--- config.mk ---
export PLATFORM = sky130hd
export DESIGN_NAME = undo_redo_history_ring
export DESIGN_NICKNAME = d
export VERILOG_FILES = /design/src/urh_pkg.sv /design/src/urh_ctrl.sv /design/src/urh_dp.sv /design/src/undo_redo_history_ring.sv
export SDC_FILE = /design/constraint.sdc
export NUM_CORES = 2
export LEC_CHECK = 0
export BUFFER_PORTS_ARGS = -buffer_cell sky130_fd_sc_hd__clkbuf_2
export CAP_MARGIN = 5
export CORE_AREA = 5 5 367 369
export DETAILED_ROUTE_END_ITERATION = 16
export DIE_AREA = 0 0 372 374
export PLACE_DENSITY_LB_ADDON = 0.3
export REMOVE_ABC_BUFFERS = 1
export SYNTH_ARGS = -nofsm -noshare
export SYNTH_HDL_FRONTEND = slang
export SYNTH_SLANG_ARGS = --single-unit
--- constraint.sdc ---
create_clock -name i_clk -period 21.1 [get_ports i_clk]
set_clock_uncertainty 0.1 [all_clocks]
set_input_delay 4.22 -clock i_clk [delete_from_list [all_inputs] [get_ports i_clk]]
set_output_delay 4.22 -clock i_clk [all_outputs]
set_load 0.01 [all_outputs]
--- src/urh_pkg.sv ---
// Shared types and constants for the undo/redo history ring.
`timescale 1ns / 1ps

package urh_pkg;

    localparam int OUT_SNAP_W = 48;
    localparam int SLOT_W     = 5;
    localparam int ACT_W      = 2;
    localparam int INTERVAL_W = 8;
    localparam int APB_ADDR_W = 3;
    localparam int APB_DATA_W = 32;

    localparam logic [INTERVAL_W-1:0] CHECK_INTERVAL_RST = 8'd2;

    // register index (paddr[2])
    localparam logic REG_CHECK_INTERVAL = 1'b0;

    typedef enum logic [ACT_W-1:0] {
        ACT_TICK = 2'd0,
        ACT_UNDO = 2'd1,
        ACT_REDO = 2'd2
    } t_action;

    typedef struct packed {
        logic [ACT_W-1:0]      action;
        logic [OUT_SNAP_W-1:0] live_snapshot;
    } t_item;

    typedef struct packed {
        logic [OUT_SNAP_W-1:0] cursor_snapshot;
        logic                  cursor_moved;
        logic                  snapshot_recorded;
        logic [SLOT_W-1:0]     cursor_slot;
    } t_result;

    typedef enum logic [2:0] {
        S_IDLE,
        S_READ,
        S_EVAL,
        S_FETCH,
        S_DONE
    } t_state;

    // controller -> datapath commands
    typedef struct packed {
        logic capture;   // latch a new item
        logic rd;        // read the slot at the cursor
        logic eval;      // apply the item to the pointers and the ring
    } t_dp_cmd;

endpackage

--- src/urh_ctrl.sv ---
// Sequencing state machine for the undo/redo history ring.
`timescale 1ns / 1ps

module urh_ctrl (
    input  logic             i_clk,
    input  logic             i_rst_n,
    input  logic             i_start,
    output logic             o_busy,
    output logic             o_done,
    output urh_pkg::t_dp_cmd o_cmd
);
    import urh_pkg::*;

    t_state r_state;
    t_state n_state;

    always_ff @(posedge i_clk) begin
        if (!i_rst_n) begin
            r_state <= S_IDLE;
        end else begin
            r_state <= n_state;
        end
    end

    always_comb begin
        n_state = r_state;
        o_cmd   = '0;
        o_busy  = 1'b1;
        o_done  = 1'b0;
        case (r_state)
            S_IDLE: begin
                o_busy = 1'b0;
                if (i_start) begin
                    o_cmd.capture = 1'b1;
                    n_state       = S_READ;
                end
            end
            S_READ: begin
                o_cmd.rd = 1'b1;
                n_state  = S_EVAL;
            end
            S_EVAL: begin
                o_cmd.eval = 1'b1;
                n_state    = S_FETCH;
            end
            S_FETCH: begin
                o_cmd.rd = 1'b1;
                n_state  = S_DONE;
            end
            S_DONE: begin
                // result goes out now; a new item may be taken in the same cycle
                o_busy = 1'b0;
                o_done = 1'b1;
                if (i_start) begin
                    o_cmd.capture = 1'b1;
                    n_state       = S_READ;
                end else begin
                    n_state = S_IDLE;
                end
            end
            default: begin
                n_state = S_IDLE;
            end
        endcase
    end

`ifndef NO_ASSERTIONS
    a_cmd_onehot: assert property (@(posedge i_clk) disable iff (!i_rst_n)
        $onehot0(o_cmd))
        else $error("more than one datapath command at once");
    a_eval_after_read: assert property (@(posedge i_clk) disable iff (!i_rst_n)
        o_cmd.eval |-> $past(o_cmd.rd))
        else $error("evaluation without a preceding slot read");
    a_done_after_fetch: assert property (@(posedge i_clk) disable iff (!i_rst_n)
        o_done |-> $past(o_cmd.rd) && $past(o_cmd.eval, 2))
        else $error("result strobe out of sequence");
`endif

endmodule

--- src/urh_dp.sv ---
// Datapath for the undo/redo history ring: snapshot memory, pointers, tick counter.
`timescale 1ns / 1ps

module urh_dp #(
    parameter int HISTORY_DEPTH = 32,
    parameter int SNAP_WIDTH    = 48
) (
    input  logic                                 i_clk,
    input  logic                                 i_rst_n,
    input  urh_pkg::t_dp_cmd                     i_cmd,
    input  urh_pkg::t_item                       i_item,
    input  logic [urh_pkg::INTERVAL_W-1:0]       i_interval,
    output urh_pkg::t_result                     o_result
);
    import urh_pkg::*;

    localparam int PW = $clog2(HISTORY_DEPTH);
    localparam logic [PW-1:0] LAST_POS = PW'(HISTORY_DEPTH - 1);

    logic [SNAP_WIDTH-1:0] mem [HISTORY_DEPTH];

    logic [ACT_W-1:0]      r_action;
    logic [SNAP_WIDTH-1:0] r_live;
    logic [SNAP_WIDTH-1:0] r_rd_data;
    logic                  r_rd_zero;
    logic                  r_slot0_vld;
    logic [PW-1:0]         r_cur, n_cur;
    logic [PW-1:0]         r_old, n_old;
    logic [PW-1:0]         r_new, n_new;
    logic [INTERVAL_W-1:0] r_tick, n_tick;
    logic                  r_moved, n_moved;
    logic                  r_rec, n_rec;

    logic [63:0]           w_live_ext;
    logic [63:0]           w_slot_ext;
    logic [31:0]           w_cur_ext;
    logic [SNAP_WIDTH-1:0] w_slot;
    logic [PW-1:0]         w_nxt;
    logic [PW-1:0]         w_prv;
    logic [PW-1:0]         w_old_nxt;
    logic [INTERVAL_W-1:0] w_tick_inc;
    logic                  w_check;
    logic                  w_we;

    assign w_live_ext = 64'(i_item.live_snapshot);

    // slot zero reads as zero until it is first written
    assign w_slot     = (r_rd_zero && !r_slot0_vld) ? '0 : r_rd_data;
    assign w_nxt      = (r_cur == LAST_POS) ? '0 : r_cur + 1'b1;
    assign w_prv      = (r_cur == '0) ? LAST_POS : r_cur - 1'b1;
    assign w_old_nxt  = (r_old == LAST_POS) ? '0 : r_old + 1'b1;
    assign w_tick_inc = r_tick + 1'b1;
    assign w_check    = (w_tick_inc >= i_interval);

    always_comb begin
        n_cur   = r_cur;
        n_old   = r_old;
        n_new   = r_new;
        n_tick  = r_tick;
        n_moved = r_moved;
        n_rec   = r_rec;
        w_we    = 1'b0;
        if (i_cmd.capture) begin
            n_moved = 1'b0;
            n_rec   = 1'b0;
        end else if (i_cmd.eval) begin
            case (r_action)
                ACT_TICK: begin
                    n_tick = w_check ? '0 : w_tick_inc;
                    if (w_check && (w_slot != r_live)) begin
                        n_cur = w_nxt;
                        n_new = w_nxt;
                        n_rec = 1'b1;
                        w_we  = 1'b1;
                        if (w_nxt == r_old) begin
                            n_old = w_old_nxt;
                        end
                    end
                end
                ACT_UNDO: begin
                    if (r_cur != r_old) begin
                        n_cur   = w_prv;
                        n_moved = 1'b1;
                    end
                end
                ACT_REDO: begin
                    if ((r_cur != r_new) && (w_nxt != r_old)) begin
                        n_cur   = w_nxt;
                        n_moved = 1'b1;
                    end
                end
                default: begin
                end
            endcase
        end
    end

    always_ff @(posedge i_clk) begin
        if (!i_rst_n) begin
            r_cur       <= '0;
            r_old       <= '0;
            r_new       <= '0;
            r_tick      <= '0;
            r_moved     <= 1'b0;
            r_rec       <= 1'b0;
            r_slot0_vld <= 1'b0;
        end else begin
            r_cur   <= n_cur;
            r_old   <= n_old;
            r_new   <= n_new;
            r_tick  <= n_tick;
            r_moved <= n_moved;
            r_rec   <= n_rec;
            if (w_we && (w_nxt == '0)) begin
                r_slot0_vld <= 1'b1;
            end
        end
    end

    always_ff @(posedge i_clk) begin
        if (i_cmd.capture) begin
            r_action <= i_item.action;
            r_live   <= w_live_ext[SNAP_WIDTH-1:0];
        end
    end

    // snapshot memory: one write port, one registered read port
    always_ff @(posedge i_clk) begin
        if (w_we) begin
            mem[w_nxt] <= r_live;
        end
        if (i_cmd.rd) begin
            r_rd_data <= mem[r_cur];
            r_rd_zero <= (r_cur == '0);
        end
    end

    assign w_slot_ext = 64'(w_slot);
    assign w_cur_ext  = 32'(r_cur);

    assign o_result.cursor_snapshot   = w_slot_ext[OUT_SNAP_W-1:0];
    assign o_result.cursor_moved      = r_moved;
    assign o_result.snapshot_recorded = r_rec;
    assign o_result.cursor_slot       = w_cur_ext[SLOT_W-1:0];

`ifndef NO_ASSERTIONS
    a_ptr_range: assert property (@(posedge i_clk) disable iff (!i_rst_n)
        (32'(r_cur) < HISTORY_DEPTH) && (32'(r_old) < HISTORY_DEPTH)
        && (32'(r_new) < HISTORY_DEPTH))
        else $error("ring pointer beyond depth");
    a_moved_rec_excl: assert property (@(posedge i_clk) disable iff (!i_rst_n)
        !(r_moved && r_rec))
        else $error("cursor move and record flagged for one item");
    a_rec_sets_newest: assert property (@(posedge i_clk) disable iff (!i_rst_n)
        w_we |=> (r_new == r_cur) && (r_cur != r_old))
        else $error("recorded slot is not newest or collides with oldest");
`endif

endmodule

--- src/undo_redo_history_ring.sv ---
// Top level of the undo/redo history ring: APB register, controller, datapath.
`timescale 1ns / 1ps

// Channel   Direction  Transfer when                        Payload
// item      in         start && !busy at a rising edge      i_item (t_item)
// result    out        o_done high (one cycle, no stall)    o_result (t_result)
// config    in         psel && penable && pwrite && pready  pwdata[7:0] at paddr 0
//
// For each item after its transfer, the cursor slot is read, the item is
// applied, the slot at the new cursor is read back, and the result is
// shown; both reads use the registered read port of the snapshot memory.
// A new item is taken in the cycle its predecessor's result shows.
// Reset is synchronous active low; pointers, tick counter and check_interval
// (2) reset, slot zero reads as zero until written, no clearing pass.
// The receiver cannot stall: o_done is a one-cycle strobe.
module undo_redo_history_ring #(
    parameter int HISTORY_DEPTH = 32,
    parameter int SNAP_WIDTH    = 48
) (
    input  logic                           i_clk,
    input  logic                           i_rst_n,
    // item channel
    input  logic                           start,
    output logic                           busy,
    input  urh_pkg::t_item                 i_item,
    // result channel
    output logic                           o_done,
    output urh_pkg::t_result               o_result,
    // APB configuration port
    input  logic                           psel,
    input  logic                           penable,
    input  logic                           pwrite,
    input  logic [urh_pkg::APB_ADDR_W-1:0] paddr,
    input  logic [urh_pkg::APB_DATA_W-1:0] pwdata,
    output logic [urh_pkg::APB_DATA_W-1:0] prdata,
    output logic                           pready
);
    import urh_pkg::*;

    logic [INTERVAL_W-1:0] r_check_interval;
    logic                  w_cfg_wr;
    t_dp_cmd               w_cmd;

    assign pready   = 1'b1;
    assign w_cfg_wr = psel && penable && pwrite && pready;

    // register index is paddr[2]; only check_interval exists
    always_ff @(posedge i_clk) begin
        if (!i_rst_n) begin
            r_check_interval <= CHECK_INTERVAL_RST;
        end else if (w_cfg_wr && (paddr[2] == REG_CHECK_INTERVAL)) begin
            r_check_interval <= pwdata[INTERVAL_W-1:0];
        end
    end

    assign prdata = (paddr[2] == REG_CHECK_INTERVAL) ?
                    APB_DATA_W'(r_check_interval) : '0;

    urh_ctrl u_ctrl (
        .i_clk   (i_clk),
        .i_rst_n (i_rst_n),
        .i_start (start),
        .o_busy  (busy),
        .o_done  (o_done),
        .o_cmd   (w_cmd)
    );

    urh_dp #(
        .HISTORY_DEPTH (HISTORY_DEPTH),
        .SNAP_WIDTH    (SNAP_WIDTH)
    ) u_dp (
        .i_clk      (i_clk),
        .i_rst_n    (i_rst_n),
        .i_cmd      (w_cmd),
        .i_item     (i_item),
        .i_interval (r_check_interval),
        .o_result   (o_result)
    );

`ifndef NO_ASSERTIONS
    a_accept_busy: assert property (@(posedge i_clk) disable iff (!i_rst_n)
        (start && !busy) |=> busy)
        else $error("item transfer did not make the block busy");
    a_done_single: assert property (@(posedge i_clk) disable iff (!i_rst_n)
        o_done |=> !o_done)
        else $error("result strobe held for more than one cycle");
    a_done_latency: assert property (@(posedge i_clk) disable iff (!i_rst_n)
        (start && !busy) |-> ##4 o_done)
        else $error("result not delivered four cycles after transfer");
`endif

endmodule

Yosys cells after proc, flatten, opt, wreduce, memory -nomap -nowiden
Memory sizes are Yosys's and may differ from the RTL's. A register that Yosys moved wholly into a read port is not among the register bits.
Index checks and enable logic that the tools add are counted.
{"block": "totals", "ff_bits": 88, "ram_bits": 1536, "input_bits": 91, "word_cells": 89, "n_memories": 1}
{"block": "op_classes", "add_sub_neg": 4, "magnitude_cmp": 1, "n_eq_ne": 17, "mux": 28, "bitwise": 3, "reduce_logical": 23}
{"name": "u_dp.mem", "words": 32, "width": 48, "read_ports": 1, "rd_ports_with_merged_regs": 1, "wr": 1, "line_no": "urh_dp.sv:20", "rtl": "logic [SNAP_WIDTH-1:0] mem [HISTORY_DEPTH];"}
{"op": "48-bit 2-to-1 mux", "n": 1}
{"op": "48-bit inequality test", "n": 1}
{"op": "5-bit 2-to-1 mux", "n": 6}
{"op": "8-bit 2-to-1 mux", "n": 2}
{"op": "1-bit 2-to-1 mux", "n": 15}
{"op": "5-bit inequality test", "n": 3}
{"op": "3-bit case mux with 5 select lines", "n": 1}
{"op": "5-bit case mux with 3 select lines", "n": 1}
{"op": "5-bit by 1-bit adder with 5-bit output, second input constant", "n": 2}
{"op": "5-bit equality test, second input constant", "n": 2}
{"op": "5-bit logical NOT", "n": 2}
{"op": "8-bit by 1-bit adder with 8-bit output, second input constant", "n": 1}
{"op": "8-bit >= comparator", "n": 1}
{"op": "4-bit AND reduction", "n": 2}
{"op": "1-bit logical AND", "n": 7}
{"op": "3-bit by 2-bit equality test with 1-bit output, second input constant", "n": 2}
{"op": "2-bit by 1-bit inequality test with 1-bit output, second input constant", "n": 3}
{"op": "3-bit AND reduction", "n": 2}
{"op": "6-bit AND reduction", "n": 1}
{"op": "2-bit OR reduction", "n": 3}
{"op": "5-bit equality test", "n": 1}
{"op": "5-bit AND reduction", "n": 1}
{"op": "5-bit by 1-bit subtractor with 5-bit output, second input constant", "n": 1}
{"op": "3-bit by 1-bit equality test with 1-bit output, second input constant", "n": 1}
{"op": "12 further kinds", "n": 14}

Longest topological paths before layout
{"block": "logic_depth", "word_depth": 11, "depth_mapped": 14, "mapped_depth_nobuf": 12}

Hierarchy
A second synthesis with hierarchy kept.
{"block": "unflattened", "cells_unflattened": 2854, "area_unflattened_um2": 65187.5}
{"module": "urh_dp", "n_inst": 1, "cells_per_inst": 2767, "area_each_um2": 64449.3}
{"module": "undo_redo_history_ring", "n_inst": 1, "cells_per_inst": 70, "area_each_um2": 595.6}
{"module": "urh_ctrl", "n_inst": 1, "cells_per_inst": 17, "area_each_um2": 142.6}

Worst setup path after synthesis
Ideal clock, no wire load.
{"block": "synth_timing", "path_type": "in2out", "start": "in paddr[2] (netlist bit)", "end": "out prdata[0] (netlist bit)", "t_arrival_ns": 4.591, "required_ns": 16.780, "slack_ns": 12.189, "path_stages": 2, "path_buffers": 1, "cell_sequence": "clkbuf_1 nor2b_1"}
{"block": "synth_via", "elab_chain_cells": 1}
{"item": "start: declaration", "line_no": "undo_redo_history_ring.sv:33", "rtl": "input logic [urh_pkg::APB_ADDR_W-1:0] paddr,"}
{"item": "8-bit 2-to-1 mux", "line_no": "undo_redo_history_ring.sv:56", "rtl": "assign prdata = (paddr[2] == REG_CHECK_INTERVAL) ?"}
{"item": "end: declaration", "line_no": "undo_redo_history_ring.sv:35", "rtl": "output logic [urh_pkg::APB_DATA_W-1:0] prdata,"}
Every way passes these cells.

Worst setup path in the final report
{"block": "layout_timing", "start": "in paddr[2] (netlist bit)", "end": "out prdata[3] (netlist bit)"}
The elaborated chain is that of the path after synthesis.

==> metrics.md <==
| Metric | Value |
|---|---|
| Utilization after layout | `a little under three fifths` |
| Leakage | `0.0223 uW` |
| Initial Utilization | `49.8%` |
| Final wirelength | `158 mm` |
| First-pass GRT wire length | `about 230 mm` |
| CP startpoint kind | `primary input` |
| Drt wl/cell | `31.8 um` |
| Clk_lat worst skew | `about 800 ps` |
| Tcrit/Tclk final | `between 40% and 50%` |
| Register Area | `49900 um^2` |
| Syn_area_per_cell | `between 20 and 25 um^2` |
| RSZ-0062 raised after global routing | `false` |
| Setup Fix Bufs, Post-CTS | `0` |
| Root Buffer | `clkbuf_16` |
| Area delta synth->final | `12.7%` |
| H-tree Lvls | `4` |
| Vias in the first global route | `approximately 31000` |
| Final worst slack | `12090 ps` |
| Routed Antenna Nets | `0` |
| Critical path class | `in2out` |
| Via density | `a little over 6` |
| Seq cells post-synth | `1672` |
| Max-slew violations | `0` |
| Cell area after synthesis | `65100 um^2` |
| Seq/Total Area, Yosys | `76.6%` |
| Clock sinks | `roughly 1700` |
| Power, Total | `a little under 7000 uW` |
| Minimum clock period | `9010 ps` |
| I/O Buffers | `129` |
| Relative slew slack | `21.8%` |
| Total CTS buffers | `approximately 170` |
| I/O Pins | `181` |
| Inserted Diodes | `0` |
| Setup TNS | `0 ps` |
| Power per cell area | `between 90 and 100 nW/um^2` |
| Worst vdd ir | `0.0869 mV` |
| Status | `finished clean` |
| Filler cell count in the final layout | `9499` |
| Hold_buf cts | `0` |
| TritonRoute pass-1 iters | `8` |
| Grt ovf | `0` |
| Antenna violations before repair | `1` |
| Core area | `131000 um^2` |
| Ys flop type | `edfxtp_1` |
| Die area | `about 140000 um^2` |
| CP endpoint kind | `output port` |
| Initial DRC count | `4138` |
| Detailed Place HPWL | `79.2 mm` |
| DRC violations left | `0` |
| CTS max path bufs | `3` |
| Worst EP required | `roughly 17000 ps` |
| Clock-pin slew on the worst setup and hold paths | `60 ps` |
| Synth warn | `0` |
| Synth async-reset ratio | `0%` |
| Critical Path Fanout Max | `10` |
| Final Setup Violations | `0` |
| Largest net degree at the start of global routing | `83` |
| TritonCTS clock tree | `done` |
| Layout cells sized above 1 | `31.8%` |
| Max_cap viols | `0` |
| Crit path arrival time | `4690 ps` |
| Multi-input gate area in the final layout | `14700 um^2` |
| Final Hold Fails | `0` |
| Yosys cell types | `63` |
| Vias after detailed routing | `around 31000` |
| Fmax | `approximately 110 MHz` |
| Post-CTS Resized | `0` |
| Pre-CTS WS | `12090 ps` |
| GRT Util Overall | `22.8%` |
| Die Y-Extent | `374 um` |
| # nets final | `3183` |
| Least-Margin Pin Slew | `between 1000 and 1500 ps` |
| GP Congestion | `0.809` |
| Synth Instances | `2847` |
| Cell Rows | `133` |
| Min-delay worst type | `reg2reg` |
| Post-synth EDFFs | `1635` |
| Die Wd | `372 um` |
[cells by family (layout without fill, tap and decap cells)]
family                     after synthesis  count (layout)  synth area share, %
other                                    2              25               0.0115
xor gates and xnor gates                47              47                0.633
AOI/OAI and AO/OA                      102             102                 1.11
and+or+nand+nor                        292             292                 2.46
DFF                                   1672            1672                 76.6
adders and majority gates               14              14                0.269
muxes                                  540             540                 17.6
buffers and inverters                  178             521                 1.31
[metrics by stage]
step                      instances  instance area (um^2)  hold WS [ps]
after global placement         4663                 68100           349
after CTS                      4967                 73300           371
after floorplan                2704                 64400           336
after global routing           4968                 73300           401
after detailed placement       4663                 68100           361
final                          4968                 73300           367
[final timing paths]
path	startpoint	endpoint	slack (ps)	cells after the start
max reg2reg	u_dp.r_live[9]	u_dp.mem[13][1]	15320	10
min	r_check_interval[2]	r_check_interval[2]	370	2
min reg2reg	r_check_interval[2]	r_check_interval[2]	370	2
max	paddr[2]	prdata[3]	12090	3
[registers in the layout, summed over array words and instances, names as in the netlist, 5 cells and up]
signal and count:
u_dp.r_tick 8, u_dp.r_old 5, u_dp.r_new 5, u_dp.r_live 48
u_dp.r_cur 5, u_dp.mem 1536, u_dp.r_rd_data 48, r_check_interval 8
[Yosys cell counts, types with 3 or more instances]
| cell type | instances | area [um^2] |
|---|---|---|
| edfxtp_1 | 1635 | 49100 |
| mux4_2 | 480 | 10800 |
| nor2_1 | 119 | 447 |
| clkbuf_1 | 75 | 282 |
| and2_1 | 50 | 313 |
| mux2_2 | 49 | 552 |
| buf_2 | 48 | 240 |
| xnor2_1 | 39 | 342 |
| dfxtp_1 | 37 | 741 |
| buf_4 | 30 | 225 |
| nand2_1 | 29 | 109 |
| a31oi_1 | 24 | 150 |
| nor4bb_1 | 24 | 240 |
| o32ai_1 | 24 | 210 |
| a21oi_1 | 19 | 95.1 |
| ha_1 | 14 | 175 |
| inv_1 | 12 | 45.0 |
| buf_1 | 11 | 41.3 |
| mux2i_1 | 11 | 110 |
| nand2b_1 | 9 | 56.3 |
| nand3_1 | 9 | 45.0 |
| nor3_1 | 8 | 40.0 |
| xor2_1 | 8 | 70.1 |
| nand4_1 | 7 | 43.8 |
| and3_1 | 6 | 37.5 |
| o21ai_0 | 6 | 30.0 |
| nand3b_1 | 4 | 30.0 |
| nor2b_1 | 4 | 25.0 |
| or3_1 | 4 | 25.0 |
| a211oi_1 | 3 | 22.5 |
| a21o_1 | 3 | 22.5 |
| o21ai_1 | 3 | 15.0 |
[final cells by class]
cell class | instances | share of cell area (%)
clock buffers | 211 | 6.11
multi-input cells | 1020 | 20.1
inverters | 12 | 0.0614
clock inverters | 93 | 1.06
repair buffers | 205 | 1.69
well taps | 1755 | 2.99
flip-flops and latches | 1672 | 68.0
[placed cells by master (no fill, tap or decap), types with 25 or more instances in the layout]
cell type	count
edfxtp_1	1635
mux4_2	480
clkbuf_16	172
clkbuf_2	129
nor2_1	88
buf_4	73
and2_1	49
mux2_2	49
xnor2_1	39
clkinv_2	36
clkbuf_1	36
nor2_4	32
dfxtp_1	32
clkinv_1	31
nand2_1	29
conb_1	25
[layer usage]
metal  vias to the layer above  track usage [%]  routed length (um)
li1                      12500                -                   -
met1                     16500             33.0               63600
met4                         2             6.26                3750
met5                         -                0                  13
met2                      1663             36.0               75900
met3                       242             4.76               14700
[where the power goes]
part           internal, uW  switching (uW)
sequential             3690            66.3
combinational          98.9             113
clock                  1630            1220
[worst max-delay path, cell delays in order]
cell and delay, ps:
clkbuf_2 160, nor2_1 150, clkbuf_2 160
Note: power is estimated with default switching activity, not from simulation.
